==> config.mk <==
export PLATFORM = sky130hd
export DESIGN_NAME = png_stored_deflate_encoder
export DESIGN_NICKNAME = d
export VERILOG_FILES = /design/src/rtl/core/pngsde_pkg.sv /design/src/rtl/core/png_stored_deflate_encoder.sv
export SDC_FILE = /design/constraint.sdc
export NUM_CORES = 1
export LEC_CHECK = 0
export ABC_AREA = 0
export BUFFER_PORTS_ARGS = -buffer_cell sky130_fd_sc_hd__buf_4
export CAP_MARGIN = 20
export CORE_ASPECT_RATIO = 1.25
export CORE_MARGIN = 2
export CORE_UTILIZATION = 61
export DETAILED_ROUTE_END_ITERATION = 16
export GPL_TIMING_DRIVEN = 1
export MAX_ROUTING_LAYER = met4
export PLACE_DENSITY = 0.85
export REMOVE_ABC_BUFFERS = 1
export SLEW_MARGIN = 10
export SYNTH_ARGS = -nofsm -noshare
export SYNTH_HDL_FRONTEND = slang
export SYNTH_SLANG_ARGS = --single-unit
==> constraint.sdc <==
create_clock -name aclk -period 13.7 [get_ports aclk]
set_input_delay 0.685 -clock aclk [delete_from_list [all_inputs] [get_ports aclk]]
set_output_delay 0.685 -clock aclk [all_outputs]
set_load 0.05 [all_outputs]
==> src/rtl/core/pngsde_pkg.sv <==
// Package for the stored-deflate PNG encoder: constants and the CRC-32 byte step.
package pngsde_pkg;

    localparam int unsigned MAX_WIDTH  = 4096;
    localparam int unsigned MAX_HEIGHT = 4096;
    localparam int unsigned DIM_W      = 13;
    localparam int unsigned IDX_W      = 12;
    localparam int unsigned RAW_W      = 27;

    localparam logic [31:0] CRC_POLY   = 32'hEDB88320;
    localparam logic [31:0] CRC_INIT   = 32'hFFFFFFFF;
    localparam logic [16:0] ADLER_MOD  = 17'd65521;
    localparam logic [26:0] BLOCK_MAX  = 27'd65535;

    // Header byte positions
    localparam logic [5:0] HDR_IHDR_TYPE = 6'd12;
    localparam logic [5:0] HDR_IDAT_TYPE = 6'd37;
    localparam logic [5:0] HDR_LAST      = 6'd42;
    localparam logic [5:0] BLK_LAST      = 6'd4;
    localparam logic [5:0] TRL_IEND_TYPE = 6'd12;
    localparam logic [5:0] TRL_LAST      = 6'd19;

    // Configuration register indexes
    localparam logic [1:0] CFG_WIDTH  = 2'd0;
    localparam logic [1:0] CFG_HEIGHT = 2'd1;

    // One byte through the reflected CRC-32
    function automatic logic [31:0] crc_byte(input logic [31:0] crc, input logic [7:0] b);
        logic [31:0] c;
        c = crc ^ {24'd0, b};
        for (int k = 0; k < 8; k++) begin
            c = c[0] ? ((c >> 1) ^ CRC_POLY) : (c >> 1);
        end
        return c;
    endfunction

endpackage

==> src/rtl/core/png_stored_deflate_encoder.sv <==
// Streaming PNG encoder: RGBA pixels in, a complete stored-deflate PNG file out.
//
// One pixel per input transfer in raster order; one byte of the PNG file per output
// transfer. The output stage sends one byte per cycle unless m_ready holds it off; a pixel
// is 4 bytes (one more at the start of a row for the filter byte, 5 more where a stored
// block opens). The first pixel of an image also carries the 43-byte signature/IHDR/IDAT
// preamble, the last pixel the 20-byte Adler-32/CRC/IEND trailer; for a 1x1 image the
// trailer goes out on the following transfer, whose pixel is ignored. The next pixel is
// taken during the last byte of the current one. Width/height writes restart the file;
// they are taken only between pixels, and the input holds off in the cycle after a
// write while the image size settles.
module png_stored_deflate_encoder (
    input  logic        aclk,
    input  logic        aresetn,
    input  logic        s_valid,
    output logic        s_ready,
    input  logic [31:0] s_pixel,
    output logic        m_valid,
    input  logic        m_ready,
    output logic [7:0]  m_out_byte,
    output logic        m_run_last,
    output logic        m_image_end,
    input  logic        cfg_valid,
    output logic        cfg_ready,
    input  logic [1:0]  cfg_index,
    input  logic [pngsde_pkg::DIM_W-1:0] cfg_data
);
    import pngsde_pkg::*;

    typedef enum logic [2:0] {ST_IDLE, ST_HDR, ST_BLK, ST_RAW, ST_TRL} state_t;

    state_t             state_reg, state_next;
    logic [5:0]         idx_reg, idx_next;
    logic [2:0]         sub_reg, sub_next;
    logic [31:0]        pixel_reg, pixel_next;
    logic               hdr_step_reg, hdr_step_next;
    logic [31:0]        crc_reg, crc_next;
    logic [15:0]        adl_lo_reg, adl_lo_next, adl_hi_reg, adl_hi_next;
    logic [IDX_W-1:0]   col_reg, col_next, row_reg, row_next;
    logic [15:0]        blk_reg, blk_next;
    logic [RAW_W-1:0]   raw_reg, raw_next;
    logic               started_reg, started_next, pend_reg, pend_next;
    logic [DIM_W-1:0]   width_reg, height_reg;
    logic [DIM_W-1:0]   eff_w_reg, eff_h_reg;
    logic [RAW_W-1:0]   total_reg;
    logic [11:0]        blocks_reg;
    logic [31:0]        idat_len_reg;
    logic               m_valid_reg;
    logic [7:0]         m_byte_reg;
    logic               m_run_last_reg, m_end_reg;
    logic               cfg_wait_reg;

    logic        fire, accept, done, img_end, in_crc, crc_init, cfg_hit, last_byte;
    logic [7:0]  cur_byte;
    logic [15:0] blk_n;
    logic        blk_final;
    logic [16:0] lo_sum, hi_sum;
    logic [15:0] lo_mod;
    logic [DIM_W-1:0] col_inc, row_inc;
    logic [10:0] tot_q;
    logic [16:0] tot_s, tot_rem;
    logic        tot_over;
    logic [31:0] crc_out;

    // Last byte of the current pixel, from registered state only
    assign last_byte = ((state_reg == ST_RAW) && (sub_reg == 3'd4)
                        && !((col_inc >= eff_w_reg) && (row_inc >= eff_h_reg)
                             && !hdr_step_reg))
                       || ((state_reg == ST_TRL) && (idx_reg == TRL_LAST));

    assign fire      = (state_reg != ST_IDLE) && (!m_valid_reg || m_ready);
    assign s_ready   = ((state_reg == ST_IDLE) || (fire && last_byte))
                       && !cfg_valid && !cfg_wait_reg;
    assign accept    = s_valid && s_ready;
    assign cfg_ready = state_reg == ST_IDLE;
    assign cfg_hit   = cfg_valid && cfg_ready
                       && ((cfg_index == CFG_WIDTH) || (cfg_index == CFG_HEIGHT));

    assign m_valid     = m_valid_reg;
    assign m_out_byte  = m_byte_reg;
    assign m_run_last  = m_run_last_reg;
    assign m_image_end = m_end_reg;

    assign crc_out = crc_reg ^ CRC_INIT;

    // Size pipeline: clamp, raw byte count, stored block count, IDAT length
    assign tot_q    = total_reg[26:16];
    assign tot_s    = {6'd0, tot_q} + {1'b0, total_reg[15:0]};
    assign tot_over = tot_s >= 17'd65535;
    assign tot_rem  = tot_over ? tot_s - 17'd65535 : tot_s;

    always_ff @(posedge aclk) begin
        if (width_reg == '0) begin
            eff_w_reg <= DIM_W'(1);
        end else begin
            eff_w_reg <= (width_reg > DIM_W'(MAX_WIDTH)) ? DIM_W'(MAX_WIDTH) : width_reg;
        end
        if (height_reg == '0) begin
            eff_h_reg <= DIM_W'(1);
        end else begin
            eff_h_reg <= (height_reg > DIM_W'(MAX_HEIGHT)) ? DIM_W'(MAX_HEIGHT) : height_reg;
        end
        total_reg    <= ({12'd0, eff_w_reg, 2'd0} + RAW_W'(1)) * {14'd0, eff_h_reg};
        blocks_reg   <= {1'b0, tot_q} + {11'd0, tot_over} + {11'd0, (tot_rem != '0)};
        idat_len_reg <= {5'd0, total_reg} + 32'd6 + {18'd0, blocks_reg, 2'd0}
                        + {20'd0, blocks_reg};
    end

    // Stored block header fields
    assign blk_final = raw_reg <= BLOCK_MAX;
    assign blk_n     = blk_final ? raw_reg[15:0] : 16'hFFFF;

    // Current byte select
    always_comb begin
        cur_byte = 8'h00;
        in_crc   = 1'b0;
        crc_init = 1'b0;
        case (state_reg)
            ST_HDR: begin
                in_crc   = ((idx_reg >= 6'd12) && (idx_reg <= 6'd28)) || (idx_reg >= 6'd37);
                crc_init = (idx_reg == HDR_IHDR_TYPE) || (idx_reg == HDR_IDAT_TYPE);
                case (idx_reg)
                    6'd0:  cur_byte = 8'h89;
                    6'd1:  cur_byte = 8'h50;
                    6'd2:  cur_byte = 8'h4E;
                    6'd3:  cur_byte = 8'h47;
                    6'd4:  cur_byte = 8'h0D;
                    6'd5:  cur_byte = 8'h0A;
                    6'd6:  cur_byte = 8'h1A;
                    6'd7:  cur_byte = 8'h0A;
                    6'd11: cur_byte = 8'h0D;
                    6'd12: cur_byte = 8'h49;
                    6'd13: cur_byte = 8'h48;
                    6'd14: cur_byte = 8'h44;
                    6'd15: cur_byte = 8'h52;
                    6'd18: cur_byte = {3'd0, eff_w_reg[12:8]};
                    6'd19: cur_byte = eff_w_reg[7:0];
                    6'd22: cur_byte = {3'd0, eff_h_reg[12:8]};
                    6'd23: cur_byte = eff_h_reg[7:0];
                    6'd24: cur_byte = 8'h08;
                    6'd25: cur_byte = 8'h06;
                    6'd29: cur_byte = crc_out[31:24];
                    6'd30: cur_byte = crc_out[23:16];
                    6'd31: cur_byte = crc_out[15:8];
                    6'd32: cur_byte = crc_out[7:0];
                    6'd33: cur_byte = idat_len_reg[31:24];
                    6'd34: cur_byte = idat_len_reg[23:16];
                    6'd35: cur_byte = idat_len_reg[15:8];
                    6'd36: cur_byte = idat_len_reg[7:0];
                    6'd37: cur_byte = 8'h49;
                    6'd38: cur_byte = 8'h44;
                    6'd39: cur_byte = 8'h41;
                    6'd40: cur_byte = 8'h54;
                    6'd41: cur_byte = 8'h78;
                    6'd42: cur_byte = 8'h01;
                    default: cur_byte = 8'h00;
                endcase
            end
            ST_BLK: begin
                in_crc = 1'b1;
                case (idx_reg)
                    6'd0:    cur_byte = {7'd0, blk_final};
                    6'd1:    cur_byte = blk_n[7:0];
                    6'd2:    cur_byte = blk_n[15:8];
                    6'd3:    cur_byte = ~blk_n[7:0];
                    default: cur_byte = ~blk_n[15:8];
                endcase
            end
            ST_RAW: begin
                in_crc = 1'b1;
                case (sub_reg)
                    3'd1:    cur_byte = pixel_reg[31:24];
                    3'd2:    cur_byte = pixel_reg[23:16];
                    3'd3:    cur_byte = pixel_reg[15:8];
                    3'd4:    cur_byte = pixel_reg[7:0];
                    default: cur_byte = 8'h00;
                endcase
            end
            ST_TRL: begin
                in_crc   = (idx_reg <= 6'd3) || ((idx_reg >= 6'd12) && (idx_reg <= 6'd15));
                crc_init = idx_reg == TRL_IEND_TYPE;
                case (idx_reg)
                    6'd0:  cur_byte = adl_hi_reg[15:8];
                    6'd1:  cur_byte = adl_hi_reg[7:0];
                    6'd2:  cur_byte = adl_lo_reg[15:8];
                    6'd3:  cur_byte = adl_lo_reg[7:0];
                    6'd4, 6'd16: cur_byte = crc_out[31:24];
                    6'd5, 6'd17: cur_byte = crc_out[23:16];
                    6'd6, 6'd18: cur_byte = crc_out[15:8];
                    6'd7, 6'd19: cur_byte = crc_out[7:0];
                    6'd12: cur_byte = 8'h49;
                    6'd13: cur_byte = 8'h45;
                    6'd14: cur_byte = 8'h4E;
                    6'd15: cur_byte = 8'h44;
                    default: cur_byte = 8'h00;
                endcase
            end
            default: cur_byte = 8'h00;
        endcase
    end

    // Adler-32 update for a raw byte
    assign lo_sum = {1'b0, adl_lo_reg} + {9'd0, cur_byte};
    assign lo_mod = (lo_sum >= ADLER_MOD) ? 16'(lo_sum - ADLER_MOD) : lo_sum[15:0];
    assign hi_sum = {1'b0, adl_hi_reg} + {1'b0, lo_mod};

    assign col_inc = {1'b0, col_reg} + DIM_W'(1);
    assign row_inc = {1'b0, row_reg} + DIM_W'(1);

    // Sequencer next state
    always_comb begin
        state_next    = state_reg;
        idx_next      = idx_reg;
        sub_next      = sub_reg;
        pixel_next    = pixel_reg;
        hdr_step_next = hdr_step_reg;
        crc_next      = crc_reg;
        adl_lo_next   = adl_lo_reg;
        adl_hi_next   = adl_hi_reg;
        col_next      = col_reg;
        row_next      = row_reg;
        blk_next      = blk_reg;
        raw_next      = raw_reg;
        started_next  = started_reg;
        pend_next     = pend_reg;
        done          = 1'b0;
        img_end       = 1'b0;

        if (fire) begin
            if (in_crc) begin
                crc_next = crc_byte(crc_init ? CRC_INIT : crc_reg, cur_byte);
            end
            unique case (state_reg)
                ST_HDR: begin
                    if (idx_reg == '0) begin
                        raw_next     = total_reg;
                        blk_next     = '0;
                        col_next     = '0;
                        row_next     = '0;
                        adl_lo_next  = 16'd1;
                        adl_hi_next  = '0;
                        started_next = 1'b1;
                    end
                    if (idx_reg == HDR_LAST) begin
                        sub_next   = 3'd0;
                        idx_next   = '0;
                        state_next = ST_BLK;
                    end else begin
                        idx_next = idx_reg + 6'd1;
                    end
                end
                ST_BLK: begin
                    if (idx_reg == BLK_LAST) begin
                        blk_next   = blk_n;
                        state_next = ST_RAW;
                    end else begin
                        idx_next = idx_reg + 6'd1;
                    end
                end
                ST_RAW: begin
                    adl_lo_next = lo_mod;
                    adl_hi_next = (hi_sum >= ADLER_MOD) ? 16'(hi_sum - ADLER_MOD)
                                                        : hi_sum[15:0];
                    if (blk_reg != '0) blk_next = blk_reg - 16'd1;
                    if (raw_reg != '0) raw_next = raw_reg - RAW_W'(1);
                    if (sub_reg == 3'd4) begin
                        if (col_inc >= eff_w_reg) begin
                            col_next = '0;
                            row_next = row_inc[IDX_W-1:0];
                            if (row_inc >= eff_h_reg) begin
                                if (hdr_step_reg) begin
                                    pend_next = 1'b1;
                                    done      = 1'b1;
                                end else begin
                                    idx_next   = '0;
                                    state_next = ST_TRL;
                                end
                            end else begin
                                done = 1'b1;
                            end
                        end else begin
                            col_next = col_inc[IDX_W-1:0];
                            done     = 1'b1;
                        end
                    end else begin
                        sub_next = sub_reg + 3'd1;
                        if (blk_next == '0) begin
                            idx_next   = '0;
                            state_next = ST_BLK;
                        end
                    end
                end
                ST_TRL: begin
                    if (idx_reg == TRL_LAST) begin
                        done         = 1'b1;
                        img_end      = 1'b1;
                        started_next = 1'b0;
                        pend_next    = 1'b0;
                    end else begin
                        idx_next = idx_reg + 6'd1;
                    end
                end
                default: state_next = ST_IDLE;
            endcase
            if (done) state_next = ST_IDLE;
        end

        // Start of a new pixel, taken from the state this cycle leaves behind
        if (accept) begin
            pixel_next    = s_pixel;
            idx_next      = '0;
            hdr_step_next = 1'b0;
            if (pend_next) begin
                state_next = ST_TRL;
            end else if (!started_next) begin
                hdr_step_next = 1'b1;
                state_next    = ST_HDR;
            end else begin
                sub_next   = (col_next == '0) ? 3'd0 : 3'd1;
                state_next = (blk_next == '0) ? ST_BLK : ST_RAW;
            end
        end

        // Register write restarts the file
        if (cfg_hit) begin
            crc_next     = CRC_INIT;
            adl_lo_next  = 16'd1;
            adl_hi_next  = '0;
            col_next     = '0;
            row_next     = '0;
            blk_next     = '0;
            raw_next     = '0;
            started_next = 1'b0;
            pend_next    = 1'b0;
        end
    end

    // State, control and output registers
    always_ff @(posedge aclk) begin
        if (!aresetn) begin
            state_reg      <= ST_IDLE;
            idx_reg        <= '0;
            sub_reg        <= '0;
            hdr_step_reg   <= 1'b0;
            crc_reg        <= CRC_INIT;
            adl_lo_reg     <= 16'd1;
            adl_hi_reg     <= '0;
            col_reg        <= '0;
            row_reg        <= '0;
            blk_reg        <= '0;
            raw_reg        <= '0;
            started_reg    <= 1'b0;
            pend_reg       <= 1'b0;
            width_reg      <= DIM_W'(1);
            height_reg     <= DIM_W'(1);
            m_valid_reg    <= 1'b0;
            cfg_wait_reg   <= 1'b1;
        end else begin
            state_reg    <= state_next;
            idx_reg      <= idx_next;
            sub_reg      <= sub_next;
            hdr_step_reg <= hdr_step_next;
            crc_reg      <= crc_next;
            adl_lo_reg   <= adl_lo_next;
            adl_hi_reg   <= adl_hi_next;
            col_reg      <= col_next;
            row_reg      <= row_next;
            blk_reg      <= blk_next;
            raw_reg      <= raw_next;
            started_reg  <= started_next;
            pend_reg     <= pend_next;
            // The size pipeline must catch up before a new image can start
            cfg_wait_reg <= cfg_hit;
            if (cfg_valid && cfg_ready && (cfg_index == CFG_WIDTH))  width_reg  <= cfg_data;
            if (cfg_valid && cfg_ready && (cfg_index == CFG_HEIGHT)) height_reg <= cfg_data;
            if (fire) begin
                m_valid_reg <= 1'b1;
            end else if (m_ready) begin
                m_valid_reg <= 1'b0;
            end
        end
    end

    // Payload registers
    always_ff @(posedge aclk) begin
        pixel_reg <= pixel_next;
        if (fire) begin
            m_byte_reg     <= cur_byte;
            m_run_last_reg <= done;
            m_end_reg      <= img_end;
        end
    end

endmodule
[Word level (Yosys, flattened, before mapping)]
Index checks and enable logic that the tools add are counted.
Storage, ports and cells
  register bits after elaboration: 311
  output and inout port bits: 13
  word-level logic and storage cells: 294
Operators by class
  $add $sub $neg: 18
  multipliers: 1
  $lt $le $gt $ge: 13
  equal/unequal tests: 60
  multiplexer cells: 98
  bitwise gates (word level): 13
  reduce and logical (&&, ||, !) cells: 63
Operators with widths (count)
  $mux 32: 9
  $pmux 8 s29: 1
  $mux 16: 11
  $not 13->14: 8
  $pmux 8 s12: 1
  $pmux 8 s4: 3
  $mux 12: 7
  $eq 6x5->1 const B: 11
  $eq 6x6->1 const B: 11
  $pmux 16 s2: 2
  $mux 27: 2
  $pmux 27 s2: 1
  $ge 17x16->1 const B: 3
  $mux 3: 17
  $mux 6: 8
  $pmux 12 s2: 2
  $pmux 16 s3: 1
  $logic_not 16->1: 2
  $not 32->32: 1
  $sub 16x16->16 const B: 2
  $xor 32x8->32: 1
  $add 29x12->30: 1
  $eq 6x4->1 const B: 5
  $add 28x14->29: 1
  other kinds (69): 155

[Depth between registers and ports, before layout]
  depth in word-level cells: 22
  depth in mapped cells: 37

[Worst setup path before layout]
No wires, ideal clock.
  path type: register to register
  start: reg idx_reg[0]
  end: reg adl_hi_reg[10]
  library setup time: 0.129 ns
  arrival time: 8.165 ns
  slack: 5.407 ns
  cell stages (with the launch flop): 36
  path buffers: 4
  period minus slack after synthesis: 8.293 ns
  cell sequence: dfxtp_1 > inv_1 > ha_1 > buf_2 > clkbuf_1 > clkbuf_1 > a222oi_1 > o21ai_0 > o31ai_1 > nand2_1 > nor3_2 > inv_1 > ha_1 > fa_1 > a21o_1 > a21oi_1 > o21bai_1 > a21oi_1 > o21a_1 > o31ai_1 > a2111o_1 > o31a_1 > clkbuf_1 > nor3_1 > xor2_1 > ha_1 > a21o_1 > a21o_1 > a2111o_1 > and2_1 > xor2_1 > nand4_1 > or4_1 > o21ai_1 > nor3b_1 > o31ai_1
On the way
  cells in the longest elaborated chain, start to end: 11
  elaborated cells on any way between the ends: 58
  those cells by class: add/sub: 4; order compare: 2; eq/ne: 35; mux: 7; reduce/logical: 10
Ends and longest elaborated chain
  start: declaration: RTL line png_stored_deflate_encoder.sv:33  | logic [5:0] idx_reg, idx_next;
  start signal: assignment: RTL line png_stored_deflate_encoder.sv:360  | idx_reg <= idx_next;
  $eq 6x4->1, or another cell as far along: RTL line png_stored_deflate_encoder.sv:122, png_stored_deflate_encoder.sv:182
  $reduce_or 2->1, on equally long branches
  $pmux 8 s29 / $pmux 8 s12 (equally long branches): RTL line png_stored_deflate_encoder.sv:122, png_stored_deflate_encoder.sv:182
  $pmux 8 s4 *: RTL line png_stored_deflate_encoder.sv:118  | case (state_reg)
  via cur_byte[0]: RTL line png_stored_deflate_encoder.sv:54  | logic [7:0] cur_byte;
  $add 16x8->17 *: RTL line png_stored_deflate_encoder.sv:203  | assign lo_sum = {1'b0, adl_lo_reg} + {9'd0, cur_byte};
  $sub 16x16->16 / $ge 17x16->1 (equally long branches): RTL line png_stored_deflate_encoder.sv:204  | assign lo_mod = (lo_sum >= ADLER_MOD) ? 16'(lo_sum - ADLER_MOD) : lo_sum[15:0];
  $mux 16 *: RTL line png_stored_deflate_encoder.sv:204
  $add 16x16->17 *: RTL line png_stored_deflate_encoder.sv:205  | assign hi_sum = {1'b0, adl_hi_reg} + {1'b0, lo_mod};
  $sub 16x16->16 / $ge 17x16->1 (equally long branches): RTL line png_stored_deflate_encoder.sv:262  | adl_hi_next = (hi_sum >= ADLER_MOD) ? 16'(hi_sum - ADLER_MOD)
  $mux 16 *: RTL line png_stored_deflate_encoder.sv:262
  $pmux 16 s2 *: RTL line png_stored_deflate_encoder.sv:233  | unique case (state_reg)
  end signal: assignment: RTL line png_stored_deflate_encoder.sv:365  | adl_hi_reg <= adl_hi_next;
  end: declaration: RTL line png_stored_deflate_encoder.sv:38  | logic [15:0] adl_lo_reg, adl_lo_next, adl_hi_reg, adl_hi_next;
Mark *: on every way through the listed nets, which the timed path passes. The rest lies on a longest branch.
A chain may end at the register's enable or synchronous reset.

[Worst setup path in the final report]
  start: reg raw_reg[20]
  end: reg adl_hi_reg[10]
On the way
  cells in the longest elaborated chain, start to end: 12
  elaborated cells on any way between the ends: 15
  those cells by class: add/sub: 4; order compare: 3; mux: 6; bitwise: 2
Ends and longest elaborated chain
  start: declaration: RTL line png_stored_deflate_encoder.sv:41  | logic [RAW_W-1:0] raw_reg, raw_next;
  start signal: assignment: RTL line png_stored_deflate_encoder.sv:369  | raw_reg <= raw_next;
  $le 27x16->1 *: RTL line png_stored_deflate_encoder.sv:110  | assign blk_final = raw_reg <= BLOCK_MAX;
  $mux 16 *: RTL line png_stored_deflate_encoder.sv:111  | assign blk_n = blk_final ? raw_reg[15:0] : 16'hFFFF;
  $not 8->8, on equally long branches: RTL line png_stored_deflate_encoder.sv:166, png_stored_deflate_encoder.sv:165
  $pmux 8 s4 *: RTL line png_stored_deflate_encoder.sv:161  | case (idx_reg)
  $pmux 8 s4 *: RTL line png_stored_deflate_encoder.sv:118
  via cur_byte[2]: RTL line png_stored_deflate_encoder.sv:54
  $add 16x8->17 *: RTL line png_stored_deflate_encoder.sv:203
  $sub 16x16->16 / $ge 17x16->1 (equally long branches): RTL line png_stored_deflate_encoder.sv:204
  $mux 16 *: RTL line png_stored_deflate_encoder.sv:204
  $add 16x16->17 *: RTL line png_stored_deflate_encoder.sv:205
  $sub 16x16->16 / $ge 17x16->1 (equally long branches): RTL line png_stored_deflate_encoder.sv:262
  $mux 16 *: RTL line png_stored_deflate_encoder.sv:262
  $pmux 16 s2 *: RTL line png_stored_deflate_encoder.sv:233
Marks and branches as above.

==> results.sh <==
export IMPL_cts_tree="built"
export IMPL_antenna_diode_count=0
export IMPL_hold_end="pixel_reg[14]$_DFFE_PP_"
export IMPL_vias=25000
export IMPL_final_common_cell="nand2_1"
export IMPL_core_area_sq_um=42900
export IMPL_setup_viol=0
export IMPL_period_share=0.720
export IMPL_ctsResizeCount=0
export IMPL_finalNonFillerCells=3799
export IMPL_whs_ns=0.288
export IMPL_grt_max_degree=65
export IMPL_drt_wl_total_um=85400
export IMPL_min_period_ns=9.86
export IMPL_synth_seq_cells=309
export IMPL_insertion_delay_ns=0.59
export IMPL_async_flop_share=0
export IMPL_clock_tree_root_cell="clkbuf_16"
export IMPL_viasPerCell=6.57
export IMPL_max_freq_ghz=0.101
export IMPL_port_buffers=64
export IMPL_area_growth_pct=7.98
export IMPL_grt_pass1_vias=24400
export IMPL_p_leak_uw=0.0123
export IMPL_antenna_found_initial=0
export IMPL_post_cts_buffers=0
export IMPL_clk_path_buf_depth=3
export IMPL_skew_ns=0.0327
export IMPL_worstMarginPinSlew_ns=1.12
export IMPL_setup_slack_ns=3.84
export IMPL_run_status="complete, no violations"
export IMPL_wire_per_inst_um=22.5
export IMPL_dieHeight_um=237
export IMPL_cap_violations=0
export IMPL_ant_nets=0
export IMPL_p_per_area_nw_per_um2=131
export IMPL_crit_slowest_cell="nand4b_1"
export IMPL_hp_class="input port to flip-flop"
export IMPL_r2r_cells=31
export IMPL_r2r_end="adl_hi_reg[10]$_SDFFE_PP0P_"
export IMPL_synth_area_sq_um=26400
export IMPL_cp_max_fo=21
export IMPL_dp_hpwl_um=64100
export IMPL_start_util=0.616
export IMPL_cpMostUsedCell="a21oi_1"
export IMPL_yosys_warnings=0
export IMPL_syn_instance_count=3225
export IMPL_die_w_um=190
export IMPL_clk_pin_slew_ns=0.06
export IMPL_placed_cell_area_sq_um=27300
export IMPL_hold_viol=0
export IMPL_rsz0062_at_grt="false"
export IMPL_fin_area_sq_um=28500
export IMPL_setup_worst_path_start_class="flip-flop"
export IMPL_routabilityCongestion=0.992
export IMPL_ir_drop_mv=0.126
export IMPL_drt_initial_drc_count=2736
export IMPL_grt_overflow=0
export IMPL_final_cell_mix="nand2_1, nor2_1, inv_1, dfxtp_1, ha_1"
export IMPL_syn_area_per_cell_sq_um=8.19
export IMPL_final_nets=3597
export IMPL_cts_made_buffers=36
export IMPL_cp_data_arrival_time_ns=10.28
export IMPL_num_rows=85
export IMPL_setup_tns_ns=0
export IMPL_yosys_cell_types_count=101
export IMPL_r2r_slack_ns=3.84
export IMPL_min_from="s_pixel[14]"
export IMPL_placed_cells=3734
export IMPL_ys_flop_type="dfxtp_1"
export IMPL_htree_levels=2
export IMPL_worst_setup_path_type="flip-flop to flip-flop"
export IMPL_ctsHoldBuffers=0
export IMPL_grt_usage=0.388
export IMPL_drive_above_1_share=0.0745
export IMPL_drcViolationCount=0
export IMPL_io_pins=65
export IMPL_synth_edf_count=42
export IMPL_r2r_start="raw_reg[20]$_SDFFE_PP0P_"
export IMPL_holdPathStages=1
export IMPL_cp_end_kind="flip-flop"
export IMPL_die_area_sq_um=45000
export IMPL_crit_required_ns=14.12
export IMPL_pre_cts_ws_ns=4.07
export IMPL_grt_first_pass_wirelength_um=132000
export IMPL_cts_sinks=309
export IMPL_dr_pass1_iters=9
export IMPL_worst_path_largest_cell_delay_ns=0.77
export IMPL_maxSlewHeadroom=0.256
export IMPL_slew_viol_final=0
export IMPL_ys_seq_area_frac=0.250
[stage by stage]
stage | util | total power (uW)
2_1_floorplan | - | 2230
3_3_place_gp | 0.636 | 2650
3_5_place_dp | 0.636 | 2700
4_1_cts | 0.664 | 3690
5_1_grt | 0.665 | 3900
6_report | 0.665 | 3720
[cell families after synthesis]
logic type | share of synthesized area
and+or+nand+nor | 0.211
AOI/OAI and AO/OA | 0.191
adders and majority gates | 0.201
muxes | 0.0114
DFF | 0.250
buffers and inverters | 0.0655
xor gates and xnor gates | 0.0708
[cells in the mapped netlist, drive strengths merged, types with 10 or more instances]
cell	count	area, sq um
nand2	347	1300
nor2	329	1260
inv	284	1070
dfxtp	267	5350
ha	192	2400
o21ai	175	876
a21oi	171	856
fa	145	2900
clkbuf	130	488
xnor2	125	1200
nor3	80	415
nand3	75	375
xor2	65	599
a22oi	45	343
nor2b	45	282
o211ai	44	330
a211oi	42	328
edfxtp	42	1260
and2	39	244
buf	34	171
nand4	34	213
a31oi	32	200
and3	32	200
mux2i	30	300
a21o	28	210
nor4	28	206
o22ai	27	169
or3	26	163
nand2b	24	150
nand3b	18	135
o31ai	18	135
o21a	17	128
a22o	16	140
or2	15	93.8
a32oi	13	114
a21boi	12	90.1
o21bai	12	90.1
a221oi	11	96.3
nor3b	10	75.1
[metal layers]
layer,GRT usage,wire length [um],up-vias
met5,-,0,-
met2,0.625,40000,1400
met1,0.427,29900,11900
li1,-,-,11200
met4,0.284,7730,0
met3,0.0737,7690,484
[where the power goes]
part           switching (uW)  internal (uW)  leakage (uW)
sequential                138           1020       0.00255
combinational             982            582       0.00916
clock                     414            580      0.000577
[final cells by class]
cell class	count	area [sq um]
Clock buffer	52	1060
Timing Repair Buffer	109	833
Sequential cell	309	6610
Fill cell	3479	14400
Clock inverter	12	135
Inverter	285	1070
Tap cell	565	707
Multi-Input combinational cell	2467	18100
[critical path, delay by kind of cell, from the launching register on]
kind	cells	cell delay (ns)
AO/OA/AOI/OAI	14	3.96
XOR/XNOR	2	0.64
adder cells (fa/ha/maj)	3	0.97
buffers and inverters	2	0.19
flip-flops	1	0.33
multiplexers	1	0.25
AND/OR/NAND/NOR	9	3.33
[worst max-delay path by stage]
stage,from,to,slack [ns]
after CTS,idx_reg[0]$_SDFFE_PP0P_,adl_hi_reg[10]$_SDFFE_PP0P_,4.04
after global routing,raw_reg[20]$_SDFFE_PP0P_,adl_hi_reg[10]$_SDFFE_PP0P_,2.98
after global placement,idx_reg[0]$_SDFFE_PP0P_,adl_hi_reg[10]$_SDFFE_PP0P_,4.38
after detailed placement,raw_reg[20]$_SDFFE_PP0P_,adl_hi_reg[10]$_SDFFE_PP0P_,4.07
after floorplan,idx_reg[0]$_SDFFE_PP0P_,adl_hi_reg[10]$_SDFFE_PP0P_,5.21
final,raw_reg[20]$_SDFFE_PP0P_,adl_hi_reg[10]$_SDFFE_PP0P_,3.84
Note: power is estimated with default switching activity, not from simulation.
